$ cat src/rtl/lpbse_pkg.sv
`timescale 1ns / 1ps

package lpbse_pkg;

  localparam int DURATION_BITS = 15;
  localparam int OUT_DUR_W     = 15;
  localparam int BYTE_W        = 8;
  localparam int NUM_LANES     = 4;
  localparam int WORD_W        = NUM_LANES * BYTE_W;
  localparam int CNT_W         = 6;
  localparam int ADDR_W        = 5;
  localparam int DATA_W        = 32;

  localparam logic [CNT_W-1:0] RGB_BITS  = CNT_W'(24);
  localparam logic [CNT_W-1:0] RGBW_BITS = CNT_W'(32);

  localparam logic [BYTE_W-1:0]        BRIGHT_RST    = 8'hFF;
  localparam logic [DURATION_BITS-1:0] ZERO_HIGH_RST = DURATION_BITS'(4);
  localparam logic [DURATION_BITS-1:0] ZERO_LOW_RST  = DURATION_BITS'(8);
  localparam logic [DURATION_BITS-1:0] ONE_HIGH_RST  = DURATION_BITS'(8);
  localparam logic [DURATION_BITS-1:0] ONE_LOW_RST   = DURATION_BITS'(4);

  typedef enum logic [2:0] {
    REG_BRIGHTNESS = 3'd0,
    REG_LED_MODE   = 3'd1,
    REG_ZERO_HIGH  = 3'd2,
    REG_ZERO_LOW   = 3'd3,
    REG_ONE_HIGH   = 3'd4,
    REG_ONE_LOW    = 3'd5
  } reg_idx_t;

  typedef struct packed {
    logic [DURATION_BITS-1:0] zero_high;
    logic [DURATION_BITS-1:0] zero_low;
    logic [DURATION_BITS-1:0] one_high;
    logic [DURATION_BITS-1:0] one_low;
  } timing_t;

  // scaled pixel, msb aligned to bit 31 in either mode
  typedef struct packed {
    logic [WORD_W-1:0] word;
    logic              rgbw;
    logic              last;
  } pix_t;

endpackage

$ cat src/rtl/led_pixel_bit_symbol_encoder_unit.sv
`timescale 1ns / 1ps
// channel   dir  handshake            payload
// in_       in   in_tvalid/in_tready  tdata pixel_color, tlast last_pixel
// out_      out  out_tvalid/out_tready tdata high/low ticks + bit, tlast pixel_end,
//                                     tuser frame_end
// cfg_      in   apb, pready tied high 6 registers at byte address 4*i
//
// one bit symbol per cycle from the serializer shift register while the output
// is not stalled: a pixel gives 24 symbols (rgb) or 32 (rgbw); the next pixel
// waits in a one-entry buffer, and its first symbol follows the previous last one with no gap.
// four byte lanes scale a pixel in its accept cycle, results land in the buffer.
// synchronous active-low reset empties buffer and output register, loads
// register defaults. out_tready low freezes the output register; input keeps
// flowing until the buffer is full.

module led_pixel_bit_symbol_encoder_unit (
  input  logic        clk,
  input  logic        rst_n,
  input  logic        in_tvalid,
  output logic        in_tready,
  input  logic [31:0] in_tdata,   // [31:0] pixel_color
  input  logic        in_tlast,
  output logic        out_tvalid,
  input  logic        out_tready,
  output logic [31:0] out_tdata,  // [14:0] high_ticks, [29:15] low_ticks, [30] bit_value
  output logic        out_tlast,
  output logic [0:0]  out_tuser,  // [0] frame_end
  input  logic        cfg_psel,
  input  logic        cfg_penable,
  input  logic        cfg_pwrite,
  input  logic [lpbse_pkg::ADDR_W-1:0] cfg_paddr,
  input  logic [lpbse_pkg::DATA_W-1:0] cfg_pwdata,
  output logic [lpbse_pkg::DATA_W-1:0] cfg_prdata,
  output logic        cfg_pready
);

  logic [lpbse_pkg::BYTE_W-1:0] bright_r;
  logic                         mode_r;
  lpbse_pkg::timing_t           timing_r;
  logic                         cfg_wr;
  lpbse_pkg::reg_idx_t          cfg_idx;

  assign cfg_pready = 1'b1;
  assign cfg_wr     = cfg_psel && cfg_penable && cfg_pwrite;
  assign cfg_idx    = lpbse_pkg::reg_idx_t'(cfg_paddr[4:2]);

  always_ff @(posedge clk) begin
    if (!rst_n) begin
      bright_r           <= lpbse_pkg::BRIGHT_RST;
      mode_r             <= 1'b0;
      timing_r.zero_high <= lpbse_pkg::ZERO_HIGH_RST;
      timing_r.zero_low  <= lpbse_pkg::ZERO_LOW_RST;
      timing_r.one_high  <= lpbse_pkg::ONE_HIGH_RST;
      timing_r.one_low   <= lpbse_pkg::ONE_LOW_RST;
    end else if (cfg_wr) begin
      unique case (cfg_idx)
        lpbse_pkg::REG_BRIGHTNESS: bright_r <= cfg_pwdata[lpbse_pkg::BYTE_W-1:0];
        lpbse_pkg::REG_LED_MODE:   mode_r   <= cfg_pwdata[0];
        lpbse_pkg::REG_ZERO_HIGH:
          timing_r.zero_high <= cfg_pwdata[lpbse_pkg::DURATION_BITS-1:0];
        lpbse_pkg::REG_ZERO_LOW:
          timing_r.zero_low <= cfg_pwdata[lpbse_pkg::DURATION_BITS-1:0];
        lpbse_pkg::REG_ONE_HIGH:
          timing_r.one_high <= cfg_pwdata[lpbse_pkg::DURATION_BITS-1:0];
        lpbse_pkg::REG_ONE_LOW:
          timing_r.one_low <= cfg_pwdata[lpbse_pkg::DURATION_BITS-1:0];
        default: ;
      endcase
    end
  end

  always_comb begin
    unique case (cfg_idx)
      lpbse_pkg::REG_BRIGHTNESS: cfg_prdata = lpbse_pkg::DATA_W'(bright_r);
      lpbse_pkg::REG_LED_MODE:   cfg_prdata = lpbse_pkg::DATA_W'(mode_r);
      lpbse_pkg::REG_ZERO_HIGH:  cfg_prdata = lpbse_pkg::DATA_W'(timing_r.zero_high);
      lpbse_pkg::REG_ZERO_LOW:   cfg_prdata = lpbse_pkg::DATA_W'(timing_r.zero_low);
      lpbse_pkg::REG_ONE_HIGH:   cfg_prdata = lpbse_pkg::DATA_W'(timing_r.one_high);
      lpbse_pkg::REG_ONE_LOW:    cfg_prdata = lpbse_pkg::DATA_W'(timing_r.one_low);
      default:                   cfg_prdata = '0;
    endcase
  end

  logic [lpbse_pkg::BYTE_W-1:0] lane_byte [lpbse_pkg::NUM_LANES];

  for (genvar i = 0; i < lpbse_pkg::NUM_LANES; i++) begin : g_lane
    lpbse_lane u_lane (
      .color_byte (in_tdata[i*lpbse_pkg::BYTE_W +: lpbse_pkg::BYTE_W]),
      .brightness (bright_r),
      .scaled     (lane_byte[i])
    );
  end

  logic            buf_valid;
  logic            buf_take;
  lpbse_pkg::pix_t buf_pix;

  lpbse_merge u_merge (
    .clk       (clk),
    .rst_n     (rst_n),
    .in_valid  (in_tvalid),
    .in_last   (in_tlast),
    .led_mode  (mode_r),
    .lane_byte (lane_byte),
    .in_ready  (in_tready),
    .buf_valid (buf_valid),
    .buf_pix   (buf_pix),
    .buf_take  (buf_take)
  );

  logic [lpbse_pkg::OUT_DUR_W-1:0] sym_high;
  logic [lpbse_pkg::OUT_DUR_W-1:0] sym_low;
  logic                            sym_bit;

  lpbse_serializer u_ser (
    .clk           (clk),
    .rst_n         (rst_n),
    .timing        (timing_r),
    .buf_valid     (buf_valid),
    .buf_pix       (buf_pix),
    .buf_take      (buf_take),
    .out_valid     (out_tvalid),
    .out_ready     (out_tready),
    .out_high      (sym_high),
    .out_low       (sym_low),
    .out_bit       (sym_bit),
    .out_pixel_end (out_tlast),
    .out_frame_end (out_tuser[0])
  );

  assign out_tdata = {1'b0, sym_bit, sym_low, sym_high};

endmodule

$ cat src/rtl/lpbse_lane.sv
`timescale 1ns / 1ps

module lpbse_lane (
  input  logic [lpbse_pkg::BYTE_W-1:0] color_byte,
  input  logic [lpbse_pkg::BYTE_W-1:0] brightness,
  output logic [lpbse_pkg::BYTE_W-1:0] scaled
);

  logic [2*lpbse_pkg::BYTE_W-1:0] prod;
  logic [2*lpbse_pkg::BYTE_W:0]   sum;

  assign prod = color_byte * brightness;
  // floor(p / 255) as (p + (p >> 8) + 1) >> 8, exact for 16-bit p
  assign sum  = {1'b0, prod} + {9'd0, prod[15:8]} + 17'd1;
  assign scaled = sum[15:8];

endmodule

$ cat src/rtl/lpbse_merge.sv
`timescale 1ns / 1ps

module lpbse_merge (
  input  logic                         clk,
  input  logic                         rst_n,
  input  logic                         in_valid,
  input  logic                         in_last,
  input  logic                         led_mode,
  input  logic [lpbse_pkg::BYTE_W-1:0] lane_byte [lpbse_pkg::NUM_LANES],
  output logic                         in_ready,
  output logic                         buf_valid,
  output lpbse_pkg::pix_t              buf_pix,
  input  logic                         buf_take
);

  logic            valid_r, valid_nxt;
  lpbse_pkg::pix_t pix_r, pix_nxt;

  always_comb begin
    valid_nxt = valid_r;
    pix_nxt   = pix_r;
    if (buf_take) begin
      valid_nxt = 1'b0;
    end
    if (in_valid && !valid_r) begin
      valid_nxt    = 1'b1;
      pix_nxt.last = in_last;
      pix_nxt.rgbw = led_mode;
      if (led_mode) begin
        pix_nxt.word = {lane_byte[3], lane_byte[2], lane_byte[1], lane_byte[0]};
      end else begin
        // white byte dropped, red moves to the top
        pix_nxt.word = {lane_byte[2], lane_byte[1], lane_byte[0], 8'h00};
      end
    end
  end

  always_ff @(posedge clk) begin
    if (!rst_n) begin
      valid_r <= 1'b0;
    end else begin
      valid_r <= valid_nxt;
    end
    pix_r <= pix_nxt;
  end

  assign in_ready  = !valid_r;
  assign buf_valid = valid_r;
  assign buf_pix   = pix_r;

endmodule

$ cat src/rtl/lpbse_serializer.sv
`timescale 1ns / 1ps

module lpbse_serializer (
  input  logic                            clk,
  input  logic                            rst_n,
  input  lpbse_pkg::timing_t              timing,
  input  logic                            buf_valid,
  input  lpbse_pkg::pix_t                 buf_pix,
  output logic                            buf_take,
  output logic                            out_valid,
  input  logic                            out_ready,
  output logic [lpbse_pkg::OUT_DUR_W-1:0] out_high,
  output logic [lpbse_pkg::OUT_DUR_W-1:0] out_low,
  output logic                            out_bit,
  output logic                            out_pixel_end,
  output logic                            out_frame_end
);

  logic [lpbse_pkg::WORD_W-1:0]    word_r, word_nxt;
  logic [lpbse_pkg::CNT_W-1:0]     left_r, left_nxt;
  logic                            last_r, last_nxt;
  logic                            valid_r, valid_nxt;
  logic [lpbse_pkg::OUT_DUR_W-1:0] high_r, high_nxt;
  logic [lpbse_pkg::OUT_DUR_W-1:0] low_r, low_nxt;
  logic                            bit_r, bit_nxt;
  logic                            pend_r, pend_nxt;
  logic                            fend_r, fend_nxt;
  logic                            adv;
  logic                            sel_bit;

  assign adv = !valid_r || out_ready;

  always_comb begin
    word_nxt  = word_r;
    left_nxt  = left_r;
    last_nxt  = last_r;
    valid_nxt = valid_r;
    bit_nxt   = bit_r;
    pend_nxt  = pend_r;
    fend_nxt  = fend_r;
    buf_take  = 1'b0;
    sel_bit   = word_r[lpbse_pkg::WORD_W-1];
    if (adv) begin
      if (left_r != '0) begin
        sel_bit   = word_r[lpbse_pkg::WORD_W-1];
        word_nxt  = word_r << 1;
        left_nxt  = left_r - 1'b1;
        valid_nxt = 1'b1;
        bit_nxt   = sel_bit;
        pend_nxt  = (left_r == lpbse_pkg::CNT_W'(1));
        fend_nxt  = (left_r == lpbse_pkg::CNT_W'(1)) && last_r;
      end else if (buf_valid) begin
        // next pixel starts in the cycle the previous one ends
        buf_take  = 1'b1;
        sel_bit   = buf_pix.word[lpbse_pkg::WORD_W-1];
        word_nxt  = buf_pix.word << 1;
        left_nxt  = (buf_pix.rgbw ? lpbse_pkg::RGBW_BITS : lpbse_pkg::RGB_BITS) - 1'b1;
        last_nxt  = buf_pix.last;
        valid_nxt = 1'b1;
        bit_nxt   = sel_bit;
        pend_nxt  = 1'b0;
        fend_nxt  = 1'b0;
      end else begin
        valid_nxt = 1'b0;
      end
    end
    high_nxt = high_r;
    low_nxt  = low_r;
    if (adv) begin
      high_nxt = lpbse_pkg::OUT_DUR_W'(sel_bit ? timing.one_high : timing.zero_high);
      low_nxt  = lpbse_pkg::OUT_DUR_W'(sel_bit ? timing.one_low : timing.zero_low);
    end
  end

  always_ff @(posedge clk) begin
    if (!rst_n) begin
      valid_r <= 1'b0;
      left_r  <= '0;
    end else begin
      valid_r <= valid_nxt;
      left_r  <= left_nxt;
    end
    word_r <= word_nxt;
    last_r <= last_nxt;
    high_r <= high_nxt;
    low_r  <= low_nxt;
    bit_r  <= bit_nxt;
    pend_r <= pend_nxt;
    fend_r <= fend_nxt;
  end

  assign out_valid     = valid_r;
  assign out_high      = high_r;
  assign out_low       = low_r;
  assign out_bit       = bit_r;
  assign out_pixel_end = pend_r;
  assign out_frame_end = fend_r;

endmodule

$ cat config.mk
export PLATFORM = sky130hd
export DESIGN_NAME = led_pixel_bit_symbol_encoder_unit
export DESIGN_NICKNAME = d
export VERILOG_FILES = /design/src/rtl/lpbse_pkg.sv /design/src/rtl/led_pixel_bit_symbol_encoder_unit.sv /design/src/rtl/lpbse_lane.sv /design/src/rtl/lpbse_merge.sv /design/src/rtl/lpbse_serializer.sv
export SDC_FILE = /design/constraint.sdc
export NUM_CORES = 1
export LEC_CHECK = 0
export ABC_AREA = 1
export BUFFER_PORTS_ARGS = -buffer_cell sky130_fd_sc_hd__buf_2
export CAP_MARGIN = 20
export CORE_UTILIZATION = 45
export DETAILED_ROUTE_END_ITERATION = 10
export PLACE_DENSITY = 0.72
export SLEW_MARGIN = 20
export SYNTH_ARGS = -nofsm -noshare
export SYNTH_HDL_FRONTEND = slang
export SYNTH_SLANG_ARGS = --single-unit
$ cat constraint.sdc
create_clock -name clk -period 7.2 [get_ports clk]
set_clock_uncertainty 0.2 [all_clocks]
set_input_delay 0.36 -clock clk [delete_from_list [all_inputs] [get_ports clk]]
set_output_delay 0.36 -clock clk [all_outputs]
set_load 0.01 [all_outputs]
**After elaboration in Yosys (flattened, before gate mapping)**

Index checks and enable logic that the tools add are counted.

- Register bits: 176
- Bits of input ports: 77
- Output and inout bits: 69

- Add/subtract/negate cells: 10
- $mul: 4
- Equality and inequality tests: 6
- Mux-type cells: 23
- Bitwise operators: 1
- Reductions and logical operators: 19

Operators by type and width:

| operator | number |
|---|---|
| 32-bit 2-to-1 mux | 3 |
| 15-bit case mux with 6 select lines | 1 |
| 16-bit by 1-bit adder with 16-bit output, second input constant | 4 |
| 16-bit by 8-bit adder with 16-bit output | 4 |
| 8-bit by 8-bit multiplier with 16-bit output | 4 |
| 15-bit 2-to-1 mux | 2 |
| 6-bit 2-to-1 mux | 3 |
| 1-bit 2-to-1 mux | 14 |
| 2-bit AND reduction | 7 |
| 6-bit by 1-bit subtractor with 6-bit output, second input constant | 2 |
| 3-bit by 2-bit equality test with 1-bit output, second input constant | 2 |
| 3-bit equality test, second input constant | 2 |
| 6-bit by 1-bit equality test with 1-bit output, second input constant | 1 |
| 6-bit nonzero test | 1 |
| 1-bit logical AND | 4 |
| 2-bit nonzero test | 2 |
| 3-bit by 1-bit equality test with 1-bit output, second input constant | 1 |
| 3-bit zero test | 1 |
| 3-bit AND reduction | 1 |
| 1-bit zero test | 2 |
| 1-bit logical OR | 1 |
| 1-bit NOT | 1 |

**Longest topological paths before layout**

Gate-level depths: netlist of run 1.

- Depth after elaboration: 5
- Mapped depth: 35
- Mapped depth without buffers: 33

**Cells and area by module**

Synthesis of run 1 repeated with hierarchy kept, for this count alone.

- Cell total of the unflattened synthesis: 3028
- Area, all modules: 20528.4 um^2

Modules (own cells, without submodules):

| module | times used | cells an instance | area an instance (um^2) |
|---|---|---|---|
| led_pixel_bit_symbol_encoder_unit | 1 | 552 | 3583.4 |
| lpbse_serializer | 1 | 335 | 3241.9 |
| lpbse_lane (g_lane[2].u_lane) | 1 | 503 | 3108.0 |
| lpbse_lane (g_lane[3].u_lane) | 1 | 503 | 3075.4 |
| lpbse_lane (g_lane[1].u_lane) | 1 | 502 | 3014.1 |
| lpbse_lane (g_lane[0].u_lane) | 1 | 505 | 3002.9 |
| lpbse_merge | 1 | 128 | 1502.7 |

**Worst setup path after synthesis of run 1**

Ideal clock, no wire load.

- Path kind: register to register
- Start: register bright_r[7] in the netlist's numbering
- End: register u_merge.pix_r, in the netlist u_merge.buf_pix[17] (data pin)
- Setup time: 0.253 ns
- Data arrival time: 5.315 ns
- Data required time: 6.747 ns
- Path slack: 1.432 ns
- Stages on the path, launching flop included: 31
- Path buffers: 2
- Clock period less this slack: 5.768 ns
- Cell sequence: dfxtp_1 -> clkbuf_1 -> clkbuf_1 -> nand2_1 -> fa_1 -> fa_1 -> inv_1 -> fa_1 -> inv_1 -> fa_1 -> inv_1 -> ha_1 -> nand2_1 -> inv_1 -> nand2_1 -> nand2_1 -> nand2_1 -> nand3_1 -> a21oi_1 -> o21bai_1 -> xnor2_1 -> ha_1 -> inv_1 -> nor2_1 -> nand3_1 -> nor2_1 -> nand2_1 -> nand3_1 -> nand2_1 -> nand2_1 -> nand2_1

- Word-level cells in the longest chain between the ends: 4

Ends and longest elaborated chain:

| what | RTL line | text |
|---|---|---|
| start, declared | led_pixel_bit_symbol_encoder_unit.sv:37 | `logic [lpbse_pkg::BYTE_W-1:0] bright_r;` |
| start signal, assigned | led_pixel_bit_symbol_encoder_unit.sv:49 | `bright_r <= lpbse_pkg::BRIGHT_RST;` |
| start signal, assigned | led_pixel_bit_symbol_encoder_unit.sv:57 | `lpbse_pkg::REG_BRIGHTNESS: bright_r <= cfg_pwdata[lpbse_pkg::BYTE_W-1:0];` |
| 8-bit by 8-bit multiplier with 16-bit output | lpbse_lane.sv:12 | `assign prod = color_byte * brightness;` |
| 16-bit by 8-bit adder with 16-bit output | lpbse_lane.sv:14 | `assign sum = {1'b0, prod} + {9'd0, prod[15:8]} + 17'd1;` |
| 16-bit by 1-bit adder with 16-bit output | lpbse_lane.sv:14 |  |
| 32-bit 2-to-1 mux * | lpbse_merge.sv:29 | `if (led_mode) begin` |
| end signal, assigned | lpbse_merge.sv:44 | `pix_r <= pix_nxt;` |
| end, declared | lpbse_merge.sv:17 | `lpbse_pkg::pix_t pix_r, pix_nxt;` |

Every way passes the cells marked *; elsewhere a longest branch is shown, timed or not.
A chain may end at the register's enable or synchronous reset.

**Worst setup path after layout of run 1**

- Start: register bright_r[7] in the netlist's numbering
- End: register u_merge.pix_r, in the netlist u_merge.buf_pix[25] (data pin)

The elaborated chain is that of the path after synthesis.

==> PnR_summary.wiki, run 1 <==
{| class="wikitable"
! Metric !! Value
|-
| Sequential cell area fraction in the yosys report || between 20% and 30%
|-
| Synthesized area || 19000 um2
|-
| Met3 GRT Util || between 2 and 2.5%
|-
| Most used cell, CP || sky130_fd_sc_hd__nand2_1
|-
| Number of buffers inserted during clock tree synthesis || 17
|-
| Effective utilization at floorplan || 46.1%
|-
| Number of distinct library cell variants in the gate-level netlist after synthesis || 45
|-
| Routed vias || 16600
|-
| Minimum clock period after layout || 6.30 ns
|-
| Pin slew with the least headroom to its limit || 0.878 ns
|-
| Post-synth top area share || 16.0%
|-
| Core Util, Final || approximately 50%
|-
| Wire length of the first global-routing pass || around 78 mm
|-
| Kind of cell adding the most delay to the critical path || adder cells
|-
| TritonCTS clock tree || built
|-
| Die height || 208 um
|-
| Drt pass-1 iters || 5
|-
| H-tree depth || 4
|-
| Weighted congestion reported at the end of routability-driven placement || 0.880
|-
| Top-Level Pins || 146
|-
| Number of routed nets with antenna violations || 0
|-
| Antenna violations before repair || 1
|-
| Max_slew headroom || 41.4%
|-
| Share of synthesized registers carrying an async set or reset || 0%
|-
| Final Hold Vio Count || 0
|-
| Max-cap check violation count || 0
|-
| GR Layer Usage met2 || 37.8%
|-
| Endpoint arrival time on the critical path || roughly 6.3 ns
|-
| Met1 Use GR || 29.0%
|-
| Residual DRC count || 0
|-
| Most numerous cell types in the synthesized netlist || sky130_fd_sc_hd__nand2_1, sky130_fd_sc_hd__inv_1, sky130_fd_sc_hd__nand3_1, sky130_fd_sc_hd__nor2_1, sky130_fd_sc_hd__ha_1
|-
| Primary flip-flop cell chosen by synthesis mapping || sky130_fd_sc_hd__edfxtp_1
|-
| Share of post-route cells with drive strength above 1 || 6.97%
|-
| Number of global-route vias before repair || 16300
|-
| Sum of buffers and inverters on the critical path || 4
|-
| Startpoint kind of the worst setup timing path || flop
|-
| Maximum number of pins on one net before global-route repair || 71
|-
| Post-route fraction of the period consumed by the critical path || roughly 88%
|-
| Busiest layer in global routing || met2
|-
| Later-pin clock latency in the skew report || 0.43 ns
|-
| Overall die area || ~43000 um2
|-
| Setup violators final || 0
|-
| Final setup TNS || 0 ns
|-
| Overall fraction of global-route tracks in use || 21.8%
|-
| Outcome || completed
|-
| Total global routing overflow || 0
|-
| Number of buffers inserted by port buffering || ~110
|-
| Warnings, synthesis || 0
|-
| Clk root buf || sky130_fd_sc_hd__clkbuf_16
|-
| Type of element capturing the critical path || flop
|-
| Number of buffers added for setup after CTS || 0
|-
| Critical path required time || 7.19 ns
|-
| Number of flops mapped to enable cells by yosys || 99
|-
| Max Buffers Root-to-Sink || 2
|-
| Post-synthesis instance total || between 2000 and 3000
|-
| Top cells by area in the synthesized netlist || sky130_fd_sc_hd__nand2_1, sky130_fd_sc_hd__edfxtp_1, sky130_fd_sc_hd__fa_1
|-
| Maximum net fanout on the critical path || 27
|-
| Core Footprint || 41200 um2
|-
| Per-cell routed wire length || about 14 um
|-
| Synthesis-stage register bit count || 176
|-
| Core Rows || 74
|-
| Cell with the most instances after synthesis || sky130_fd_sc_hd__nand2_1
|-
| Wire length after detailed routing || 45.8 mm
|-
| RSZ-0062 raised after global routing || no
|-
| Total number of nets in the final design || 3165
|-
| Final-report max-slew violation count || 0
|-
| F_max || 159 MHz
|-
| Clock Sinks || 176
|-
| Area leader, netlist || sky130_fd_sc_hd__nand2_1
|-
| Detail-routed via count per cell || around 5
|-
| 1st-iter DRT viols || 1219
|-
| Peak per-stage delay on the critical path || 0.54 ns
|-
| Width of the chip || 208 um
|-
| Type of the tightest min-delay check || input port to flop
|-
| Category of the critical setup timing path || flop to flop
|-
| Area Growth Syn to Fin || 8.47%
|-
| Mean Syn Cell Area || 6.98 um2
|-
| Post-detail-place hpwl || 35.3 mm
|-
| Highest-delay cell along the critical path || sky130_fd_sc_hd__fa_1
|-
| Clock input transition at the sequential cells of the worst setup and hold paths || 0.07 ns
|}
==> cells in the final DEF, fill, tap and decap left out, types with 4 or more instances in the layout <==
master                      netlist  routed
sky130_fd_sc_hd__nand2_1        809     809
sky130_fd_sc_hd__inv_1          622     622
sky130_fd_sc_hd__nand3_1        176     176
sky130_fd_sc_hd__nor2_1         174     173
sky130_fd_sc_hd__ha_1           172     172
sky130_fd_sc_hd__fa_1           144     144
sky130_fd_sc_hd__buf_2            4     107
sky130_fd_sc_hd__o21ai_0         99      99
sky130_fd_sc_hd__edfxtp_1        99      99
sky130_fd_sc_hd__a21oi_1         78      78
sky130_fd_sc_hd__dfxtp_1         77      76
sky130_fd_sc_hd__nand4_1         34      34
sky130_fd_sc_hd__conb_1           2      19
sky130_fd_sc_hd__buf_4           20      19
sky130_fd_sc_hd__clkbuf_16        0      18
sky130_fd_sc_hd__xor2_1          15      15
sky130_fd_sc_hd__nand2_2          9       9
sky130_fd_sc_hd__o22ai_1          8       8
sky130_fd_sc_hd__nor3_1           7       7
sky130_fd_sc_hd__a22oi_1          7       7
sky130_fd_sc_hd__xnor2_1          7       7
sky130_fd_sc_hd__a221oi_1         6       6
sky130_fd_sc_hd__o221ai_1         6       6
sky130_fd_sc_hd__nor2_2           4       5
sky130_fd_sc_hd__buf_12           0       5
sky130_fd_sc_hd__a211oi_1         4       4
sky130_fd_sc_hd__nand3b_1         4       4
==> cells by family (layout without fill, tap and decap cells) <==
kind of cell               Yosys count  in the layout  share of synthesized area, %
adders and majority gates          316            316                          26.5
buffers and inverters              748            794                          15.4
and+or+nand+nor                   1230           1230                          26.5
other                                2             21                        0.0395
AOI/OAI and AO/OA                  225            225                          6.56
DFF                                176            176                          23.7
xor gates and xnor gates            25             25                          1.33
==> final timing paths <==
kind,from,endpoint,slack [ns],depth (start not counted)
worst max-delay path,bright_r[7]$_SDFFE_PN1P_,u_merge.buf_pix[25]$_DFFE_PP_,0.90,28
worst min-delay path,cfg_pwdata[11],timing_r[41]$_SDFFE_PN0P_,0.02,3
worst max register to register,bright_r[7]$_SDFFE_PN1P_,u_merge.buf_pix[25]$_DFFE_PP_,0.90,28
worst min register to register,u_merge.buf_pix[0]$_DFFE_PP_,u_ser.last_r$_DFFE_PP_,0.23,0
==> stage by stage <==
| step | instances | hold WS (ns) | instance area (um2) | setup slack (ns) |
|---|---|---|---|---|
| final | 3319 | 0.0241 | 20600 | 0.897 |
| after floorplan | 2739 | 0.200 | 19100 | 1.43 |
| after global routing | 3318 | 0.0360 | 20600 | 0.417 |
| after detailed placement | 3281 | 0.215 | 20000 | 0.922 |
| after CTS | 3316 | 0.00563 | 20600 | 0.896 |
| after global placement | 3281 | 0.207 | 20000 | 0.518 |
==> per-layer routing <==
metal / part of all wire [%] / vias to the layer above
met1: 46 / 7714
met3: 5.0 / 53
li1: - / 8368
met2: 48 / 455
met4: 1.4 / 0
met5: 0 / -
==> cell type report <==
class                           count  area [um2]
Timing Repair Buffer              135         823
Antenna cell                        2        5.00
Clock buffer                       21         465
Fill cell                        4000       20600
Multi-Input combinational cell   1815       11700
Tap cell                          532         666
Inverter                          627        2350
Clock inverter                     11         129
Sequential cell                   176        4520
==> flip-flops by register name (all words and copies together) (netlist names) <==
| signal | count |
|---|---|
| u_ser.out_frame_end | 1 |
| u_ser.last_r | 1 |
| u_ser.out_low | 15 |
| u_ser.word_r | 31 |
| u_ser.out_high | 15 |
| bright_r | 8 |
| u_ser.left_r | 6 |
| mode_r | 1 |
| u_merge.buf_valid | 1 |
| u_ser.out_bit | 1 |
| u_ser.out_valid | 1 |
| u_merge.buf_pix | 34 |
| timing_r | 60 |
| u_ser.out_pixel_end | 1 |
==> worst register-to-register path, delay by kind of cell, from the launching register on <==
family | cells | cell delay (ns)
simple gates | 15 | 1.41
compound gates | 2 | 0.37
flops | 1 | 0.37
xor+xnor | 1 | 0.38
fa+ha+maj | 6 | 2.81
buf+inv | 4 | 0.52
==> timing repair <==
item / CTS / global route
resized for setup: 0 / 0
endpoints found under the hold margin: 3 / 0
hold buffers: 3 / 0
Power of run 1 is left out: the tool's default activity adds up to more than one toggle a clock period on the data nets, which glitch-free logic cannot reach.
==> run 2: changes to the inputs <==
TNS_END_PERCENT = 30   (was default)
clock period = 7.8 ns   (was 7.2 ns; I/O delays follow)
==> run 2 against run 1 <==
Critical path depth is 1 lower. Utilization is 0.25 points lower. Critical endpoint is now u_merge.buf_pix[21]$_DFFE_PP_. Register-to-register slack better by 0.09 ns.
==> PnR_summary.wiki, run 2 (same netlist as run 1, synthesis figures left out) <==
{| class="wikitable"
! Metric !! Value
|-
| Core Util, Final || 49.8% (-0.25 points)
|-
| Width of the chip || 208 um (unchanged)
|-
| Max Buffers Root-to-Sink || 2 (unchanged)
|-
| Area taken by flip-flops and latches || 4520 um2 (unchanged)
|-
| Per-cell routed wire length || 13.9 um (+0.45%)
|-
| Register with the highest flop count || timing_r
|-
| Multi-input combinational cell area || 11700 um2 (unchanged)
|-
| Wire length of the first global-routing pass || 77.0 mm (-0.90%)
|-
| Weighted congestion reported at the end of routability-driven placement || 0.893 (+1.5%)
|-
| Worst reg2reg path depth || 27 (-3.6%)
|-
| Max-cap check violation count || 0 (unchanged)
|-
| Overall die area || 43100 um2 (unchanged)
|-
| Top-Level Pins || 146 (unchanged)
|-
| Total global routing overflow || 0 (unchanged)
|-
| Die height || 208 um (unchanged)
|-
| Overall fraction of global-route tracks in use || 21.6% (-0.19 points)
|-
| Maximum number of pins on one net before global-route repair || 71 (unchanged)
|-
| Number of standard cells in the final layout excluding fillers || 3313 (-0.18%)
|-
| Critical path required time || 7.78 ns (+0.59 ns)
|-
| Detail-routed via count per cell || 5.00 (about the same)
|-
| Maximum net fanout on the critical path || 21 (-22%)
|-
| Share of post-route cells with drive strength above 1 || 6.87% (-0.095 points)
|-
| Cell count along the critical path || 27 (-3.6%)
|-
| Outcome || completed
|-
| Later-pin clock latency in the skew report || 0.44 ns (about the same)
|-
| Setup violators final || 0 (unchanged)
|-
| Clk root buf || sky130_fd_sc_hd__clkbuf_16
|-
| Post-detail-place hpwl || 35.3 mm (about the same)
|-
| Dpl cells || 3278 (-0.091%)
|-
| Number of routed nets with antenna violations || 0 (unchanged)
|-
| Final Hold Vio Count || 0 (unchanged)
|-
| Reg-to-reg critical path endpoint || u_merge.buf_pix[21]$_DFFE_PP_
|-
| Post-route fraction of the period consumed by the critical path || 87.4% (-0.15 points)
|-
| Clock input transition at the sequential cells of the worst setup and hold paths || 0.07 ns (about the same)
|-
| Peak per-stage delay on the critical path || 0.91 ns (+0.37 ns)
|-
| Total number of nets in the final design || 3160 (-0.16%)
|-
| Drt pass-1 iters || 6 (+1)
|-
| Highest-delay cell along the critical path || sky130_fd_sc_hd__dfxtp_1
|-
| Type of the tightest min-delay check || input port to flop
|-
| Endpoint arrival time on the critical path || 6.80 ns (+0.51 ns)
|-
| Most used cell, CP || sky130_fd_sc_hd__nand2_1
|-
| Area Growth Syn to Fin || 7.92%
|-
| Routed vias || 16600 (-0.10%)
|-
| Count of fill cells added during filler insertion || 4019 (+0.48%)
|-
| Core Footprint || 41200 um2 (unchanged)
|-
| Pin slew with the least headroom to its limit || 0.932 ns (+0.0545 ns)
|-
| Launch instance of the worst min-delay path || in_tvalid
|-
| Clock Sinks || 176 (unchanged)
|-
| 1st-iter DRT viols || 1096 (-10%)
|-
| H-tree depth || 4 (unchanged)
|-
| Category of the critical setup timing path || flop to flop
|-
| End point of the worst hold path || u_merge.buf_valid$_SDFFE_PN0P_
|-
| F_max || 147 MHz (-7.5%)
|-
| Leading cell type in the layout, fill and taps excluded || sky130_fd_sc_hd__nand2_1
|-
| Max_slew headroom || 37.8% (-3.7 points)
|-
| Final setup TNS || 0 ns (unchanged)
|-
| Startpoint kind of the worst setup timing path || flop
|-
| Kind of cell adding the most delay to the critical path || adder cells
|-
| Number of global-route vias before repair || 16100 (-1.3%)
|-
| WHS Path Cells || 3 (unchanged)
|-
| Minimum clock period after layout || 6.82 ns (+0.513 ns)
|-
| Effective utilization at floorplan || 46.1% (unchanged)
|-
| Wire length after detailed routing || 46.0 mm (+0.26%)
|-
| Most frequent cells in the layout || sky130_fd_sc_hd__nand2_1, sky130_fd_sc_hd__inv_1, sky130_fd_sc_hd__nand3_1, sky130_fd_sc_hd__nor2_1, sky130_fd_sc_hd__ha_1
|-
| Final-report max-slew violation count || 0 (unchanged)
|-
| Antenna violations before repair || 1 (unchanged)
|-
| Worst reg2reg startpoint || bright_r[2]$_SDFFE_PN1P_
|-
| Core Rows || 74 (unchanged)
|-
| RSZ-0062 raised after global routing || no
|-
| Number of buffers inserted during clock tree synthesis || 17 (unchanged)
|-
| Worst R2R Setup Slack || 0.98 ns (+0.09 ns)
|-
| TritonCTS clock tree || built
|-
| Number of buffers inserted by port buffering || 107 (unchanged)
|-
| Gates resized, CTS repair || 0 (unchanged)
|-
| Number of flip-flops in the largest register || 60 (unchanged)
|-
| Type of element capturing the critical path || flop
|-
| Sum of buffers and inverters on the critical path || 6 (+2)
|-
| Residual DRC count || 0 (unchanged)
|}
## run 2: cell count changes in the layout (fill, tap and decap cells not counted), moves of 2 or more
cell,delta
sky130_fd_sc_hd__dlygate4sd3_1,-2
sky130_fd_sc_hd__buf_4,+2
sky130_fd_sc_hd__bufinv_16,-2
sky130_fd_sc_hd__inv_8,+2
sky130_fd_sc_hd__clkinv_2,-2
sky130_fd_sc_hd__buf_12,-5
## run 2: worst reg2reg max path: stages (launching register included)
cell and delay, ns:
sky130_fd_sc_hd__dfxtp_1 0.91, sky130_fd_sc_hd__buf_4 0.46, sky130_fd_sc_hd__nand2_1 0.11, sky130_fd_sc_hd__inv_1 0.09
sky130_fd_sc_hd__fa_1 0.44, sky130_fd_sc_hd__fa_1 0.47, sky130_fd_sc_hd__fa_1 0.54, sky130_fd_sc_hd__inv_1 0.06
sky130_fd_sc_hd__fa_1 0.53, sky130_fd_sc_hd__inv_1 0.04, sky130_fd_sc_hd__ha_1 0.36, sky130_fd_sc_hd__a21oi_1 0.28
sky130_fd_sc_hd__nand2_1 0.11, sky130_fd_sc_hd__nand2_1 0.11, sky130_fd_sc_hd__nand3_1 0.14, sky130_fd_sc_hd__a21oi_1 0.16
sky130_fd_sc_hd__o21bai_1 0.08, sky130_fd_sc_hd__xnor2_1 0.17, sky130_fd_sc_hd__ha_1 0.38, sky130_fd_sc_hd__inv_1 0.06
sky130_fd_sc_hd__nor2_1 0.24, sky130_fd_sc_hd__nand3_1 0.14, sky130_fd_sc_hd__inv_1 0.08, sky130_fd_sc_hd__nand2_1 0.08
sky130_fd_sc_hd__nand2_1 0.07, sky130_fd_sc_hd__nand2_1 0.06, sky130_fd_sc_hd__nand3_1 0.10, sky130_fd_sc_hd__nand2_1 0.10
## run 2: per-stage QoR
stage | setup slack [ns] | instance area, um2 | hold slack (ns)
6_report | 0.984 | 20500 | 0.0295
5_1_grt | 0.461 | 20500 | 0.0252
4_1_cts | 0.913 | 20500 | 0.0129
3_5_place_dp | 0.912 | 19900 | 0.205
3_3_place_gp | 1.08 | 19900 | 0.209
2_1_floorplan | 2.03 | 19100 | 0.200
## run 2: what timing repair did
action / 4_1_cts / 5_1_grt
endpoints found under the setup margin: 0 / 0
buffers inserted: 0 / 0
hold endpoints to repair: 1 / 0
hold buffers: 1 / 0
## run 2: worst max path at each step
stage / start / end
6_report: bright_r[2]$_SDFFE_PN1P_ / u_merge.buf_pix[21]$_DFFE_PP_
5_1_grt: bright_r[2]$_SDFFE_PN1P_ / u_merge.buf_pix[21]$_DFFE_PP_
4_1_cts: bright_r[3]$_SDFFE_PN1P_ / u_merge.buf_pix[33]$_DFFE_PP_
3_5_place_dp: bright_r[3]$_SDFFE_PN1P_ / u_merge.buf_pix[33]$_DFFE_PP_
3_3_place_gp: bright_r[2]$_SDFFE_PN1P_ / u_merge.buf_pix[25]$_DFFE_PP_
2_1_floorplan: bright_r[7]$_SDFFE_PN1P_ / u_merge.buf_pix[17]$_DFFE_PP_
## run 2: layout make-up
type	count	share of cell area, %
inverter	627	11.5
clock buffer	22	2.42
antenna	1	0.0122
multi-input combinational	1815	56.8
timing repair buffer	130	3.56
tap	532	3.24
clock inverter	10	0.433
sequential	176	22.0
## run 2: routing by layer
metal  track usage (%)  wire [um]  vias up  part of all wire, %
li1                  -          -     8354                    -
met1              28.7      20700     7742                   45
met2              37.3      22300      427                   48
met3              2.41       2310       50                  5.0
met4              5.51        643        0                  1.4
met5                 0          0        -                    0
Power of run 2 is left out for the same reason.
